===== src/design/fwbc_pkg.sv =====
package fwbc_pkg;

  localparam int DepthDefault = 16;
  localparam int KeyBitsDefault = 32;
  localparam int ValueBitsDefault = 32;

  localparam logic [1:0] ActSet   = 2'd0;
  localparam logic [1:0] ActGet   = 2'd1;
  localparam logic [1:0] ActFill  = 2'd2;
  localparam logic [1:0] ActFlush = 2'd3;

  localparam logic [2:0] KindSetDone  = 3'd0;
  localparam logic [2:0] KindGetAns   = 3'd1;
  localparam logic [2:0] KindStoreWr  = 3'd2;
  localparam logic [2:0] KindStoreRd  = 3'd3;
  localparam logic [2:0] KindFlushDone = 3'd4;

  typedef enum logic [2:0] {
    ST_IDLE,
    ST_SCAN,
    ST_DECIDE,
    ST_EVICT,
    ST_FLUSH,
    ST_EMIT
  } eng_state_e;

endpackage


===== src/design/fifo_writeback_cache_core.sv =====
// FIFO-replacement write-back key/value cache.
// Input channel s_axis: one transfer is one access (set, get, fill, flush).
// Output channel m_axis: result transfers; tlast marks the final result of an
// access. Store write and store read requests go out on the same channel.
// Config: cfg_we_i writes entries_in_use (capacity) and empties the cache
// without write-back; write it only while idle.
// Order: an access is scanned one entry per cycle through the registered
// read port of the entry memory (ST_SCAN), then decided (ST_DECIDE), evicts
// the head entry if the cache is full (ST_EVICT) and puts its last result in
// the output register (ST_EMIT); the engine then goes back to idle before it
// takes the next access. A flush retires the entries from the head in turn.
// One access is worked on at a time; a two-entry queue in front keeps
// accepting while the engine works, until the queue is full.
// Reset empties the cache, capacity returns to 16 (clipped to DEPTH).
// When the receiver stalls, the result register holds and the engine waits.
module fifo_writeback_cache_core #(
  parameter int DEPTH = fwbc_pkg::DepthDefault,
  parameter int KEY_BITS = fwbc_pkg::KeyBitsDefault,
  parameter int VALUE_BITS = fwbc_pkg::ValueBitsDefault,
  localparam int IN_W = 3 + KEY_BITS + VALUE_BITS,
  localparam int IN_B = ((IN_W + 7) / 8) * 8,
  localparam int OUT_W = KEY_BITS + VALUE_BITS + 1,
  localparam int OUT_B = ((OUT_W + 7) / 8) * 8
) (
  input  logic             clk_i,
  input  logic             rst_ni,
  input  logic             cfg_we_i,
  input  logic [4:0]       cfg_data_i,
  input  logic             s_axis_tvalid,
  output logic             s_axis_tready,
  // action, key, value, fill_found (low to high)
  input  logic [IN_B-1:0]  s_axis_tdata,
  output logic             m_axis_tvalid,
  input  logic             m_axis_tready,
  // out_key, out_value, found (low to high)
  output logic [OUT_B-1:0] m_axis_tdata,
  // kind
  output logic [2:0]       m_axis_tuser,
  output logic             m_axis_tlast
);
  import fwbc_pkg::*;

  logic            q_valid, q_ready;
  logic [IN_W-1:0] q_data;
  logic [KEY_BITS-1:0]   okey;
  logic [VALUE_BITS-1:0] oval;
  logic                  ofound;

  fwbc_front #(.W(IN_W)) u_front (
    .clk_i, .rst_ni,
    .in_valid_i(s_axis_tvalid), .in_ready_o(s_axis_tready),
    .in_data_i(s_axis_tdata[IN_W-1:0]),
    .q_valid_o(q_valid), .q_ready_i(q_ready), .q_data_o(q_data)
  );

  fwbc_engine #(.DEPTH(DEPTH), .KEY_BITS(KEY_BITS), .VALUE_BITS(VALUE_BITS)) u_engine (
    .clk_i, .rst_ni, .cfg_we_i, .cfg_data_i,
    .q_valid_i(q_valid), .q_ready_o(q_ready),
    .q_action_i(q_data[1:0]),
    .q_key_i(q_data[2+:KEY_BITS]),
    .q_value_i(q_data[2+KEY_BITS+:VALUE_BITS]),
    .q_found_i(q_data[IN_W-1]),
    .out_valid_o(m_axis_tvalid), .out_ready_i(m_axis_tready),
    .out_kind_o(m_axis_tuser), .out_key_o(okey), .out_value_o(oval),
    .out_found_o(ofound), .out_last_o(m_axis_tlast)
  );

  assign m_axis_tdata = OUT_B'({ofound, oval, okey});

  logic unused_pad;
  assign unused_pad = ^s_axis_tdata;

  // Hold a stalled result.
  assert property (@(posedge clk_i) disable iff (!rst_ni)
    m_axis_tvalid && !m_axis_tready |=> m_axis_tvalid && $stable(m_axis_tdata))
    else $error("result changed under stall");
  // Found is only set on get answers.
  assert property (@(posedge clk_i) disable iff (!rst_ni)
    m_axis_tvalid && m_axis_tdata[OUT_W-1] |-> m_axis_tuser == KindGetAns)
    else $error("found on non-answer");
endmodule


===== src/design/fwbc_front.sv =====
// Front part: accept input transfers and hold them in a two-entry queue.
module fwbc_front #(
  parameter int W = 67
) (
  input  logic         clk_i,
  input  logic         rst_ni,
  input  logic         in_valid_i,
  output logic         in_ready_o,
  input  logic [W-1:0] in_data_i,
  output logic         q_valid_o,
  input  logic         q_ready_i,
  output logic [W-1:0] q_data_o
);
  logic [W-1:0] mem_q [2];
  logic         wr_q, rd_q;
  logic [1:0]   cnt_q;
  logic         push, pop;

  assign in_ready_o = (cnt_q != 2'd2);
  assign q_valid_o  = (cnt_q != 2'd0);
  assign q_data_o   = mem_q[rd_q];
  assign push = in_valid_i && in_ready_o;
  assign pop  = q_valid_o && q_ready_i;

  always_ff @(posedge clk_i) begin
    if (push) begin
      mem_q[wr_q] <= in_data_i;
    end
  end

  always_ff @(posedge clk_i or negedge rst_ni) begin
    if (!rst_ni) begin
      wr_q <= 1'b0;
      rd_q <= 1'b0;
      cnt_q <= 2'd0;
    end else begin
      if (push) wr_q <= ~wr_q;
      if (pop) rd_q <= ~rd_q;
      cnt_q <= cnt_q + {1'b0, push} - {1'b0, pop};
    end
  end
endmodule


===== src/design/fwbc_engine.sv =====
// Back part: scan, evict, insert, flush; one result register toward the output.
module fwbc_engine #(
  parameter int DEPTH = fwbc_pkg::DepthDefault,
  parameter int KEY_BITS = fwbc_pkg::KeyBitsDefault,
  parameter int VALUE_BITS = fwbc_pkg::ValueBitsDefault,
  localparam int IW = (DEPTH > 1) ? $clog2(DEPTH) : 1,
  localparam int CW = $clog2(DEPTH + 1)
) (
  input  logic                  clk_i,
  input  logic                  rst_ni,
  input  logic                  cfg_we_i,
  input  logic [4:0]            cfg_data_i,
  input  logic                  q_valid_i,
  output logic                  q_ready_o,
  input  logic [1:0]            q_action_i,
  input  logic [KEY_BITS-1:0]   q_key_i,
  input  logic [VALUE_BITS-1:0] q_value_i,
  input  logic                  q_found_i,
  output logic                  out_valid_o,
  input  logic                  out_ready_i,
  output logic [2:0]            out_kind_o,
  output logic [KEY_BITS-1:0]   out_key_o,
  output logic [VALUE_BITS-1:0] out_value_o,
  output logic                  out_found_o,
  output logic                  out_last_o
);
  import fwbc_pkg::*;

  logic [KEY_BITS-1:0]   key_mem [DEPTH];
  logic [VALUE_BITS-1:0] val_mem [DEPTH];
  logic [DEPTH-1:0]      dirty_q, dirty_d;

  eng_state_e state_q, state_d;
  logic [IW-1:0] head_q, head_d, tail_q, tail_d, ptr_q, ptr_d, ridx_q, ridx_d;
  logic [CW-1:0] count_q, count_d, scan_q, scan_d, cap_q;
  logic [4:0]    eiu_q;
  logic [KEY_BITS-1:0]   pend_q, pend_d, akey_q, akey_d;
  logic [VALUE_BITS-1:0] aval_q, aval_d;
  logic [1:0]    act_q, act_d;
  logic          aff_q, aff_d, hit_q, hit_d, ins_q, ins_d;
  logic [IW-1:0] hidx_q, hidx_d;
  // registered read port
  logic [KEY_BITS-1:0]   rkey_q;
  logic [VALUE_BITS-1:0] rval_q;
  // output register
  logic ov_q, ov_d;
  logic [2:0] ok_q, ok_d;
  logic [KEY_BITS-1:0] okey_q, okey_d;
  logic [VALUE_BITS-1:0] oval_q, oval_d;
  logic of_q, of_d, ol_q, ol_d;
  logic wr_en;
  logic [IW-1:0] wr_idx;
  logic [KEY_BITS-1:0] wr_key;
  logic [VALUE_BITS-1:0] wr_val;
  logic wr_keyen;
  logic out_free;

  assign out_valid_o = ov_q;
  assign out_kind_o = ok_q;
  assign out_key_o = okey_q;
  assign out_value_o = oval_q;
  assign out_found_o = of_q;
  assign out_last_o = ol_q;
  assign out_free = !ov_q || out_ready_i;

  function automatic logic [IW-1:0] inc(input logic [IW-1:0] i, input logic [CW-1:0] c);
    logic [CW:0] n;
    n = {1'b0, {(CW-IW){1'b0}}, i} + 1'b1;
    inc = (n >= {1'b0, c}) ? '0 : n[IW-1:0];
  endfunction

  always_ff @(posedge clk_i) begin
    rkey_q <= key_mem[ridx_d];
    rval_q <= val_mem[ridx_d];
    if (wr_en) begin
      val_mem[wr_idx] <= wr_val;
      if (wr_keyen) key_mem[wr_idx] <= wr_key;
    end
  end

  always_comb begin
    state_d = state_q; head_d = head_q; tail_d = tail_q; ptr_d = ptr_q;
    count_d = count_q; scan_d = scan_q; pend_d = pend_q; akey_d = akey_q;
    aval_d = aval_q; act_d = act_q; aff_d = aff_q; hit_d = hit_q; ins_d = ins_q;
    hidx_d = hidx_q; dirty_d = dirty_q; ridx_d = ptr_q;
    ov_d = ov_q && !out_ready_i; ok_d = ok_q; okey_d = okey_q; oval_d = oval_q;
    of_d = of_q; ol_d = ol_q;
    wr_en = 1'b0; wr_idx = tail_q; wr_key = akey_q; wr_val = aval_q; wr_keyen = 1'b1;
    q_ready_o = 1'b0;
    case (state_q)
      ST_IDLE: begin
        q_ready_o = 1'b1;
        if (q_valid_i) begin
          act_d = q_action_i; akey_d = q_key_i; aval_d = q_value_i; aff_d = q_found_i;
          if (q_action_i == ActFill) akey_d = pend_q;
          hit_d = 1'b0; scan_d = '0; ptr_d = head_q; ridx_d = head_q;
          state_d = (q_action_i == ActFlush) ? ST_FLUSH : ST_SCAN;
        end
      end
      ST_SCAN: begin
        // rkey_q holds entry ptr_q; compare one entry per cycle
        if (cap_q == '0 || scan_q >= count_q) begin
          state_d = ST_DECIDE;
        end else if (rkey_q == akey_q) begin
          hit_d = 1'b1; hidx_d = ptr_q; state_d = ST_DECIDE;
        end else begin
          scan_d = scan_q + 1'b1;
          ptr_d = inc(ptr_q, cap_q); ridx_d = ptr_d;
        end
      end
      ST_DECIDE: begin
        ins_d = 1'b0;
        ridx_d = head_q;
        if (cap_q == '0) begin
          if (act_q == ActSet) begin
            if (out_free) begin
              ov_d = 1'b1; ok_d = KindStoreWr; okey_d = akey_q; oval_d = aval_q;
              of_d = 1'b0; ol_d = 1'b0; state_d = ST_EMIT;
            end
          end else begin
            state_d = ST_EMIT;
          end
        end else if (hit_q) begin
          if (act_q == ActSet) begin
            wr_en = 1'b1; wr_idx = hidx_q; wr_keyen = 1'b0; wr_val = aval_q;
            dirty_d[hidx_q] = 1'b1;
          end else if (act_q == ActGet) begin
            aval_d = rval_q; // rval_q holds hidx_q entry (ptr stopped there)
          end
          state_d = ST_EMIT;
        end else if (act_q == ActSet || (act_q == ActFill && aff_q)) begin
          ins_d = 1'b1;
          state_d = (count_q >= cap_q) ? ST_EVICT : ST_EMIT;
        end else begin
          state_d = ST_EMIT;
        end
      end
      ST_EVICT: begin
        // rkey_q/rval_q hold head entry
        if (!dirty_q[head_q] || out_free) begin
          if (dirty_q[head_q]) begin
            ov_d = 1'b1; ok_d = KindStoreWr; okey_d = rkey_q; oval_d = rval_q;
            of_d = 1'b0; ol_d = 1'b0;
          end
          dirty_d[head_q] = 1'b0;
          head_d = inc(head_q, cap_q);
          count_d = count_q - 1'b1;
          state_d = ST_EMIT;
        end
      end
      ST_FLUSH: begin
        ridx_d = head_q;
        if (cap_q == '0 || count_q == '0) begin
          dirty_d = '0; head_d = '0; tail_d = '0; count_d = '0;
          state_d = ST_EMIT;
        end else if (!dirty_q[head_q] || out_free) begin
          if (dirty_q[head_q]) begin
            ov_d = 1'b1; ok_d = KindStoreWr; okey_d = rkey_q; oval_d = rval_q;
            of_d = 1'b0; ol_d = 1'b0;
          end
          dirty_d[head_q] = 1'b0;
          head_d = inc(head_q, cap_q); ridx_d = head_d;
          count_d = count_q - 1'b1;
        end
      end
      ST_EMIT: begin
        if (out_free) begin
          ov_d = 1'b1; ol_d = 1'b1; of_d = 1'b0; okey_d = '0; oval_d = '0;
          state_d = ST_IDLE;
          case (act_q)
            ActSet: ok_d = KindSetDone;
            ActGet: begin
              okey_d = akey_q;
              if (hit_q && cap_q != '0) begin
                ok_d = KindGetAns; oval_d = aval_q; of_d = 1'b1;
              end else begin
                // a miss goes to the store; remember the key for the fill
                ok_d = KindStoreRd;
                pend_d = akey_q;
              end
            end
            ActFill: begin
              ok_d = KindGetAns; okey_d = akey_q;
              oval_d = aff_q ? aval_q : '0; of_d = aff_q;
            end
            default: ok_d = KindFlushDone;
          endcase
          if (ins_q && act_q != ActFlush) begin
            wr_en = 1'b1; wr_idx = tail_q; wr_key = akey_q; wr_val = aval_q;
            dirty_d[tail_q] = (act_q == ActSet);
            tail_d = inc(tail_q, cap_q);
            count_d = count_q + 1'b1;
          end
        end
      end
      default: state_d = ST_IDLE;
    endcase
  end

  always_ff @(posedge clk_i) begin
    akey_q <= akey_d; aval_q <= aval_d; act_q <= act_d; aff_q <= aff_d;
    hidx_q <= hidx_d; okey_q <= okey_d; oval_q <= oval_d; ok_q <= ok_d;
    of_q <= of_d; ol_q <= ol_d;
  end

  always_ff @(posedge clk_i or negedge rst_ni) begin
    if (!rst_ni) begin
      state_q <= ST_IDLE; head_q <= '0; tail_q <= '0; ptr_q <= '0; ridx_q <= '0;
      count_q <= '0; scan_q <= '0; pend_q <= '0; hit_q <= 1'b0; ins_q <= 1'b0;
      dirty_q <= '0; ov_q <= 1'b0; eiu_q <= 5'd16;
      cap_q <= (DEPTH < 16) ? CW'(DEPTH) : CW'(16);
    end else begin
      state_q <= state_d; ptr_q <= ptr_d;
      ridx_q <= ridx_d; scan_q <= scan_d; pend_q <= pend_d;
      hit_q <= hit_d; ins_q <= ins_d; ov_q <= ov_d;
      if (cfg_we_i) begin
        eiu_q <= cfg_data_i;
        cap_q <= ({1'b0, cfg_data_i} > 6'(DEPTH)) ? CW'(DEPTH) : CW'(cfg_data_i);
        dirty_q <= '0; head_q <= '0; tail_q <= '0; count_q <= '0;
      end else begin
        dirty_q <= dirty_d; head_q <= head_d; tail_q <= tail_d; count_q <= count_d;
      end
    end
  end

  logic unused_ok;
  assign unused_ok = ^{eiu_q, ridx_q};
endmodule


===== config.mk =====
export PLATFORM = sky130hd
export DESIGN_NAME = fifo_writeback_cache_core
export DESIGN_NICKNAME = d
export VERILOG_FILES = /design/src/design/fwbc_pkg.sv /design/src/design/fifo_writeback_cache_core.sv /design/src/design/fwbc_front.sv /design/src/design/fwbc_engine.sv
export SDC_FILE = /design/constraint.sdc
export NUM_CORES = 2
export LEC_CHECK = 0
export BUFFER_PORTS_ARGS = -buffer_cell sky130_fd_sc_hd__buf_2
export CORE_MARGIN = 2
export CORE_UTILIZATION = 55
export CTS_BUF_LIST = sky130_fd_sc_hd__clkbuf_8 sky130_fd_sc_hd__clkbuf_16
export CTS_CLUSTER_SIZE = 28
export DETAILED_ROUTE_END_ITERATION = 8
export GPL_ROUTABILITY_DRIVEN = 0
export GPL_TIMING_DRIVEN = 1
export PLACE_DENSITY = 0.72
export SYNTH_ARGS = -nofsm -noshare
export SYNTH_HDL_FRONTEND = slang
export SYNTH_SLANG_ARGS = --single-unit

===== constraint.sdc =====
create_clock -name clk_i -period 10.3 [get_ports clk_i]
set_input_delay 0.515 -clock clk_i [delete_from_list [all_inputs] [get_ports clk_i]]
set_output_delay 0.515 -clock clk_i [all_outputs]
set_load 0.02 [all_outputs]

---- Word-level counts from Yosys, hierarchy flattened ----
Memory sizes are Yosys's and may differ from the RTL's. A register that Yosys moved wholly into a read port is not among the register bits.
Index checks and enable logic that the tools add are counted.
storage, ports and cells
  bits in registers ....................... 225
  bits in writable memories ............... 1,158
  output and inout port bits .............. 78
  memories kept ........................... 3
cells by class
  $add $sub $neg .......................... 8
  $lt $le $gt $ge ......................... 12
  equality and inequality tests ........... 35
  mux-type cells .......................... 149
  bitwise gates (word level) .............. 7
  reductions and logical operators ........ 42
memories
  memory            words  bits a word  read ports  clocked after memory_dff  wr ports  RTL line           RTL
  u_engine.key_mem  16     32           1           1                         1         fwbc_engine.sv:29  logic [KEY_BITS-1:0] key_mem [DEPTH];
  u_engine.val_mem  16     32           1           1                         1         fwbc_engine.sv:30  logic [VALUE_BITS-1:0] val_mem [DEPTH];
  u_front.mem_q     2      67           1           0                         1         fwbc_front.sv:14   logic [W-1:0] mem_q [2];
operators by type and width
  cell                   count
  $mux W32               23
  $pmux W32 S4           2
  $mux W16               8
  $pmux W32 S2           2
  $mux W4                18
  $pmux W16 S4           1
  $mux W3                20
  $mux W1                45
  $mux W5                9
  $eq A32 B32 Y1         1
  $pmux W4 S2            3
  $reduce_and A6 Y1      4
  $ge A6 B5 Y1           3
  $ne A2 B1 Y1 const B   9
  $pmux W3 S6            1
  $and A16 B16 Y16       1
  $bwmux W16             1
  $ne A2 B2 Y1 const B   8
  $not A16 Y16           1
  $or A16 B16 Y16        1
  $pmux W4 S4            1
  $reduce_and A4 Y1      4
  $add A4 B1 Y5 const B  3
  $lt A4 B5 Y1 const B   3
  39 further kinds       81

---- Longest topological paths before layout ----
  depth in word-level cells ............... 10
  gate-level depth with buffers ........... 20
  depth with buffers taken out ............ 13

---- Modules after synthesis ----
Synthesis repeated with hierarchy kept, for this count alone.
second synthesis, totals
  cell total of the unflattened synthesis .. 4,370
  area, all modules ....................... 58,748.8 µm²
by module, submodules not included
  module                     times used  cells each  area an instance (µm²)  seq. area each (µm²)
  fwbc_engine                1           4,135       53,562.6                38,262.9
  fwbc_front                 1           226         5,122.4                 4,124.0
  fifo_writeback_cache_core  1           9           63.8                    0.0

---- Worst setup path after synthesis ----
OpenSTA, ideal clock, no wires.
  path kind ............................... register to register
  start point ............................. reg, netlist name u_engine.head_q[1]
  end point ............................... reg u_engine.of_q (netlist: u_engine.out_found_o), enable pin
  library setup time ...................... 666 ps
  arrival time ............................ 8,025 ps
  data required time ...................... 9,634 ps
  slack ................................... 1,609 ps
  cell stages (with the launch flop) ...... 9
  period minus slack after synthesis ...... 8,691 ps
  cells stage by stage .................... dfrtp_1 -> buf_6 -> mux2i_1 -> mux4_2 -> nor2_1 -> a21oi_1 -> a21oi_1 -> a21oi_1 -> nor4_1
RTL lines
  item                  RTL line            RTL
  to (signal assigned)  fwbc_engine.sv:203  of_q <= of_d; ol_q <= ol_d;
  to (decl)             fwbc_engine.sv:50   logic of_q, of_d, ol_q, ol_d;

---- Worst setup path after layout ----
  start point ............................. reg u_engine.head_q[1]
  end point ............................... reg u_engine.rkey_q[12] (read register of u_engine.key_mem)
on the way
  word-level cells in the longest chain between the ends .. 7
RTL lines
  item                                                  RTL line            RTL
  from (decl)                                           fwbc_engine.sv:34   logic [IW-1:0] head_q, head_d, tail_q, tail_d, ptr_q, ptr_d, ridx_q, ridx_d;
  from (signal assigned)                                fwbc_engine.sv:208  state_q <= ST_IDLE; head_q <= '0; tail_q <= '0; ptr_q <= '0; ridx_q <= '0;
  from (signal assigned)                                fwbc_engine.sv:219  dirty_q <= '0; head_q <= '0; tail_q <= '0; count_q <= '0;
  from (signal assigned)                                fwbc_engine.sv:221  dirty_q <= dirty_d; head_q <= head_d; tail_q <= tail_d; count_q <= count_d;
  branches (longest 6 deep; another with $ge A6 B5 Y1)  --
  $pmux W4 S4 *                                         fwbc_engine.sv:90   case (state_q)
  to (decl)                                             fwbc_engine.sv:43   logic [KEY_BITS-1:0] rkey_q;
Mark *: on every way between the ends. The select of a mux whose other input is x is not followed.
A chain may end at the register's enable or synchronous reset.

==> flow_summary_export.csv <==
group,metric,value,unit
global_route,grt_antenna_before_repair,1,
power,overall_power_of_the_completed_layout,0.0216,W
die,initial_core_util,0.555,
global_route,grt_overflow,0,
finish,drive_above_1_share,0.135,
setup_path,crit_type,"reg -> reg",
timing,fin_crit,6.70,ns
route,drc_violations,0,
route,detail_route.wirelength,139,mm
logic_synthesis,syn-cell-area,57600,sq um
die,die_x,328,microns
power,power.leakage,23.4,nW
flow_run,max_cap_viol_count,0,
setup_path,reg2regPathDepth,15,
clock_network,clk_pin_slew_worst_paths,0.06,ns
timing,worst_hold_slack,0.164,ns
timing,fin_skew,0.0224,ns
clock_network,cts_inserted_buffers,144,
route,route.detailed.vias_per_inst,6.09,
clock_network,post-cts-setup-buffers,0,
route,vias,33300,
logic_synthesis,syn-mean-instance-area,15.4,sq um
setup_path,endpoint,"u_engine.rkey_q[12]",
global_route,grt.total_usage,0.258,
outcome,status,"completed",
clock_network,cts_root_buffer_type,"clkbuf_16",
die,core_region_area,104000,sq um
global_route,grt_pass1_wl,205,mm
setup_path,setup.reg_to_reg.worst_slack,3.60,ns
finish,diodes,0,
route,drt_pass1_iterations,6,
logic_synthesis,synth-edff-count,1298,
global_route,first_global_vias,33000,
setup_path,worstSetupStartpointType,"flip-flop",
logic_synthesis,register_bit_total_from_synthesis,1447,
setup_path,crit_arrival,7.37,ns
timing,finalCritPeriodShare,0.651,
die,fp-row-count,118,
setup_path,end_kind,"flip-flop",
clock_network,cts_resized,0,
power,cellPowerDensity,331,nW/um^2
timing,tns,0,ns
setup_path,critPathLaunch,"u_engine.head_q[1]",
setup_path,r2r-start,"u_engine.head_q[1]",
timing,fmaxAchievable,149,MHz
setup_path,crit_path_max_incr_delay,0.94,ns
logic_synthesis,netlist_instances,3734,
power,vdd_ir_drop_max,422,uV
place,place_hpwl,72.8,mm
logic_synthesis,ys.warnings.count,0,
timing,slew_headroom,0.163,
place,dpl_cell_area,59900,sq um
logic_synthesis,synth_unique_cells,83,
die,fp.dieArea,107000,sq um
clock_network,clk-insertion-delay-late,0.75,ns
timing,setup_repair_after_global_routing_missed_its_margin,"false",
die,ioPinCount,160,
place,count_of_input_and_output_buffers,147,
finish,core_util_final,0.630,
min_path,timing.hold.worst.class,"in -> reg",
finish,syn2layout_area_growth,13.4,%
setup_path,crit_chain,"ha_1 -> xor2_1 -> ha_1 -> a21o_1 -> a21oi_1 -> o21ai_1 -> o32ai_1 -> a211oi_1 -> o211ai_4 -> buf_4 -> and3_1 -> and2_1 -> buf_4 -> nand2_1 -> nand3_1",
setup_path,worst_r2r_endpoint,"u_engine.rkey_q[12]",
timing,finalHoldViolCount,0,
finish,post-route-cell-area,65300,sq um
logic_synthesis,synth_seq_area_share,0.736,
timing,setup_viol,0,
logic_synthesis,async_set_or_reset_flop_fraction_in_the_synthesized_netlist,0.0587,
logic_synthesis,synthFlopType,"edfxtp_1",
clock_network,cts.sinks,1447,
clock_network,htree_levels,4,
setup_path,cp_data_required_time,10.97,ns
setup_path,critical_path.slowest_cell,"dfrtp_1",
setup_path,critical_path.max_fanout,49,
finish,final_nets,4091,
clock_network,max-clock-path-buffers,3,
route,wl_per_cell,25.4,microns
route,drt-initial-drc-count,3763,
timing,tightest_slew,1.25,ns
timing,final_max_slew_viol_count,0,
die,die_h,328,microns
route,final_antenna_net_count,0,
global_route,largest_net_degree_at_the_start_of_global_routing,126,
clock_network,cts_tree,"done",
-- stage by stage --
stage / setup WS [ns] / std cells
final: 3.60 / 5464
after global routing: 3.42 / 5464
after CTS: 3.73 / 5464
after detailed placement: 3.75 / 5126
after global placement: 3.85 / 5126
after floorplan: 1.61 / 3740
-- cell usage in the layout (no fill, tap or decap), drive strengths merged, types with 8 or more instances in the layout --
master	instances
nand2b	19
clkinv	41
a21oi	146
a22o	95
nor4	12
xor2	38
o21ai	119
and3	10
a211oi	33
edfxtp	1298
o2bb2ai	11
dlygate4sd3	73
dfxtp	64
ha	44
a32oi	29
inv	80
o22ai	82
nand3	137
a311oi	17
dfrtp	84
a31oi	18
mux2	63
o211ai	9
a22oi	35
nor2b	8
mux2i	431
nand2	429
nor2	110
nor3	27
or3	23
buf	217
or4	21
clkbuf	163
-- worst min path at each step --
stage,start,end,slack [ns],depth (start not counted)
floorplan,rst_ni,u_engine.cap_q[0],0.22,0
global placement,u_engine.val_mem[11][31],u_engine.rval_q[31],0.42,2
detailed placement,u_engine.key_mem[11][1],u_engine.rkey_q[1],0.43,2
CTS,s_axis_tvalid,u_front.wr_q,0.13,3
global route,s_axis_tvalid,u_front.wr_q,0.16,3
finish,s_axis_tvalid,u_front.wr_q,0.16,3
-- area by class of cell --
class,count,area (sq um)
Inverter,33,124
Tap cell,1380,1730
Clock buffer,163,3910
Clock inverter,102,734
Timing Repair Buffer,290,2040
Fill cell,7424,38400
Multi-Input combinational cell,2049,14400
Sequential cell,1447,42400
-- routing by layer --
layer | up-vias | global-route usage | part of all wire
met2 | 1589 | 0.422 | 0.48
met4 | 2 | 0.0954 | 0.031
met5 | - | 0 | 0.000094
met3 | 258 | 0.0401 | 0.082
li1 | 14800 | - | -
met1 | 16600 | 0.352 | 0.40
-- cells by family (layout without fill, tap and decap cells) --
group           count (synthesis)  after routing  share of synthesized area
flops                        1447           1447                      0.736
simple gates                  829            829                     0.0647
compound gates                627            627                     0.0728
mux                           497            497                     0.0884
buf+inv                       244            588                     0.0213
xor+xnor                       45             45                    0.00685
fa+ha+maj                      44             44                    0.00956
other cells                     1              7                  0.0000651
-- repair_timing --
item,in CTS,in global routing
setup endpoints to repair,0,0
hold buffers,73,0
hold endpoints to repair,171,0
-- power by group --
group | internal, W | switching [W] | total [W]
Sequential | 0.00790 | 0.000971 | 0.00887
Combinational | 0.00277 | 0.00492 | 0.00769
Clock | 0.00290 | 0.00217 | 0.00507
-- state kept, by name (all words and copies together) (netlist names), 3 cells and up --
register	count
u_engine.key_mem	512
u_engine.val_mem	512
u_front.mem_q	134
u_engine.akey_q	32
u_engine.aval_q	32
u_engine.out_key_o	32
u_engine.out_value_o	32
u_engine.pend_q	32
u_engine.rkey_q	32
u_engine.rval_q	32
u_engine.dirty_q	16
u_engine.cap_q	5
u_engine.count_q	5
u_engine.scan_q	5
u_engine.head_q	4
u_engine.hidx_q	4
u_engine.ptr_q	4
u_engine.tail_q	4
u_engine.out_kind_o	3
u_engine.state_q	3
-- worst max-delay path, delay by kind of cell, from the launching register on --
kind,cells,cell delay (ns)
flip-flops,1,0.94
XOR/XNOR,1,0.12
AO/OA/AOI/OAI,6,1.83
adder cells (fa/ha/maj),2,0.71
buffers and inverters,2,1.18
AND/OR/NAND/NOR,4,1.75
-- Yosys cell counts (8+ instances only) --
master | instances | share of area
edfxtp_1 | 1298 | 0.68
a21oi_1 | 145 | 0.013
and3_1 | 10 | 0.0011
nor3_1 | 25 | 0.0022
a31oi_1 | 17 | 0.0018
a211oi_1 | 32 | 0.0042
buf_2 | 57 | 0.0050
clkbuf_1 | 93 | 0.0061
a311oi_1 | 17 | 0.0026
inv_1 | 32 | 0.0021
mux2_1 | 14 | 0.0027
mux2_2 | 49 | 0.0096
o22ai_1 | 82 | 0.0089
a32oi_1 | 29 | 0.0044
xor2_1 | 38 | 0.0058
buf_6 | 21 | 0.0041
nand3_1 | 136 | 0.012
o211ai_1 | 8 | 0.0010
dfrtp_1 | 84 | 0.037
nor2_1 | 108 | 0.0070
o21ai_0 | 113 | 0.0098
or3_1 | 23 | 0.0025
nand2b_1 | 19 | 0.0021
o2bb2ai_1 | 10 | 0.0015
nor2b_1 | 8 | 0.00087
nand2_1 | 427 | 0.028
mux2i_1 | 431 | 0.075
buf_1 | 17 | 0.0011
or4_1 | 21 | 0.0027
ha_1 | 44 | 0.0096
a22oi_1 | 34 | 0.0044
dfxtp_1 | 64 | 0.022
buf_4 | 22 | 0.0029
nor4_1 | 12 | 0.0013
a22o_1 | 95 | 0.014
Power figures use the tool's default switching activity.
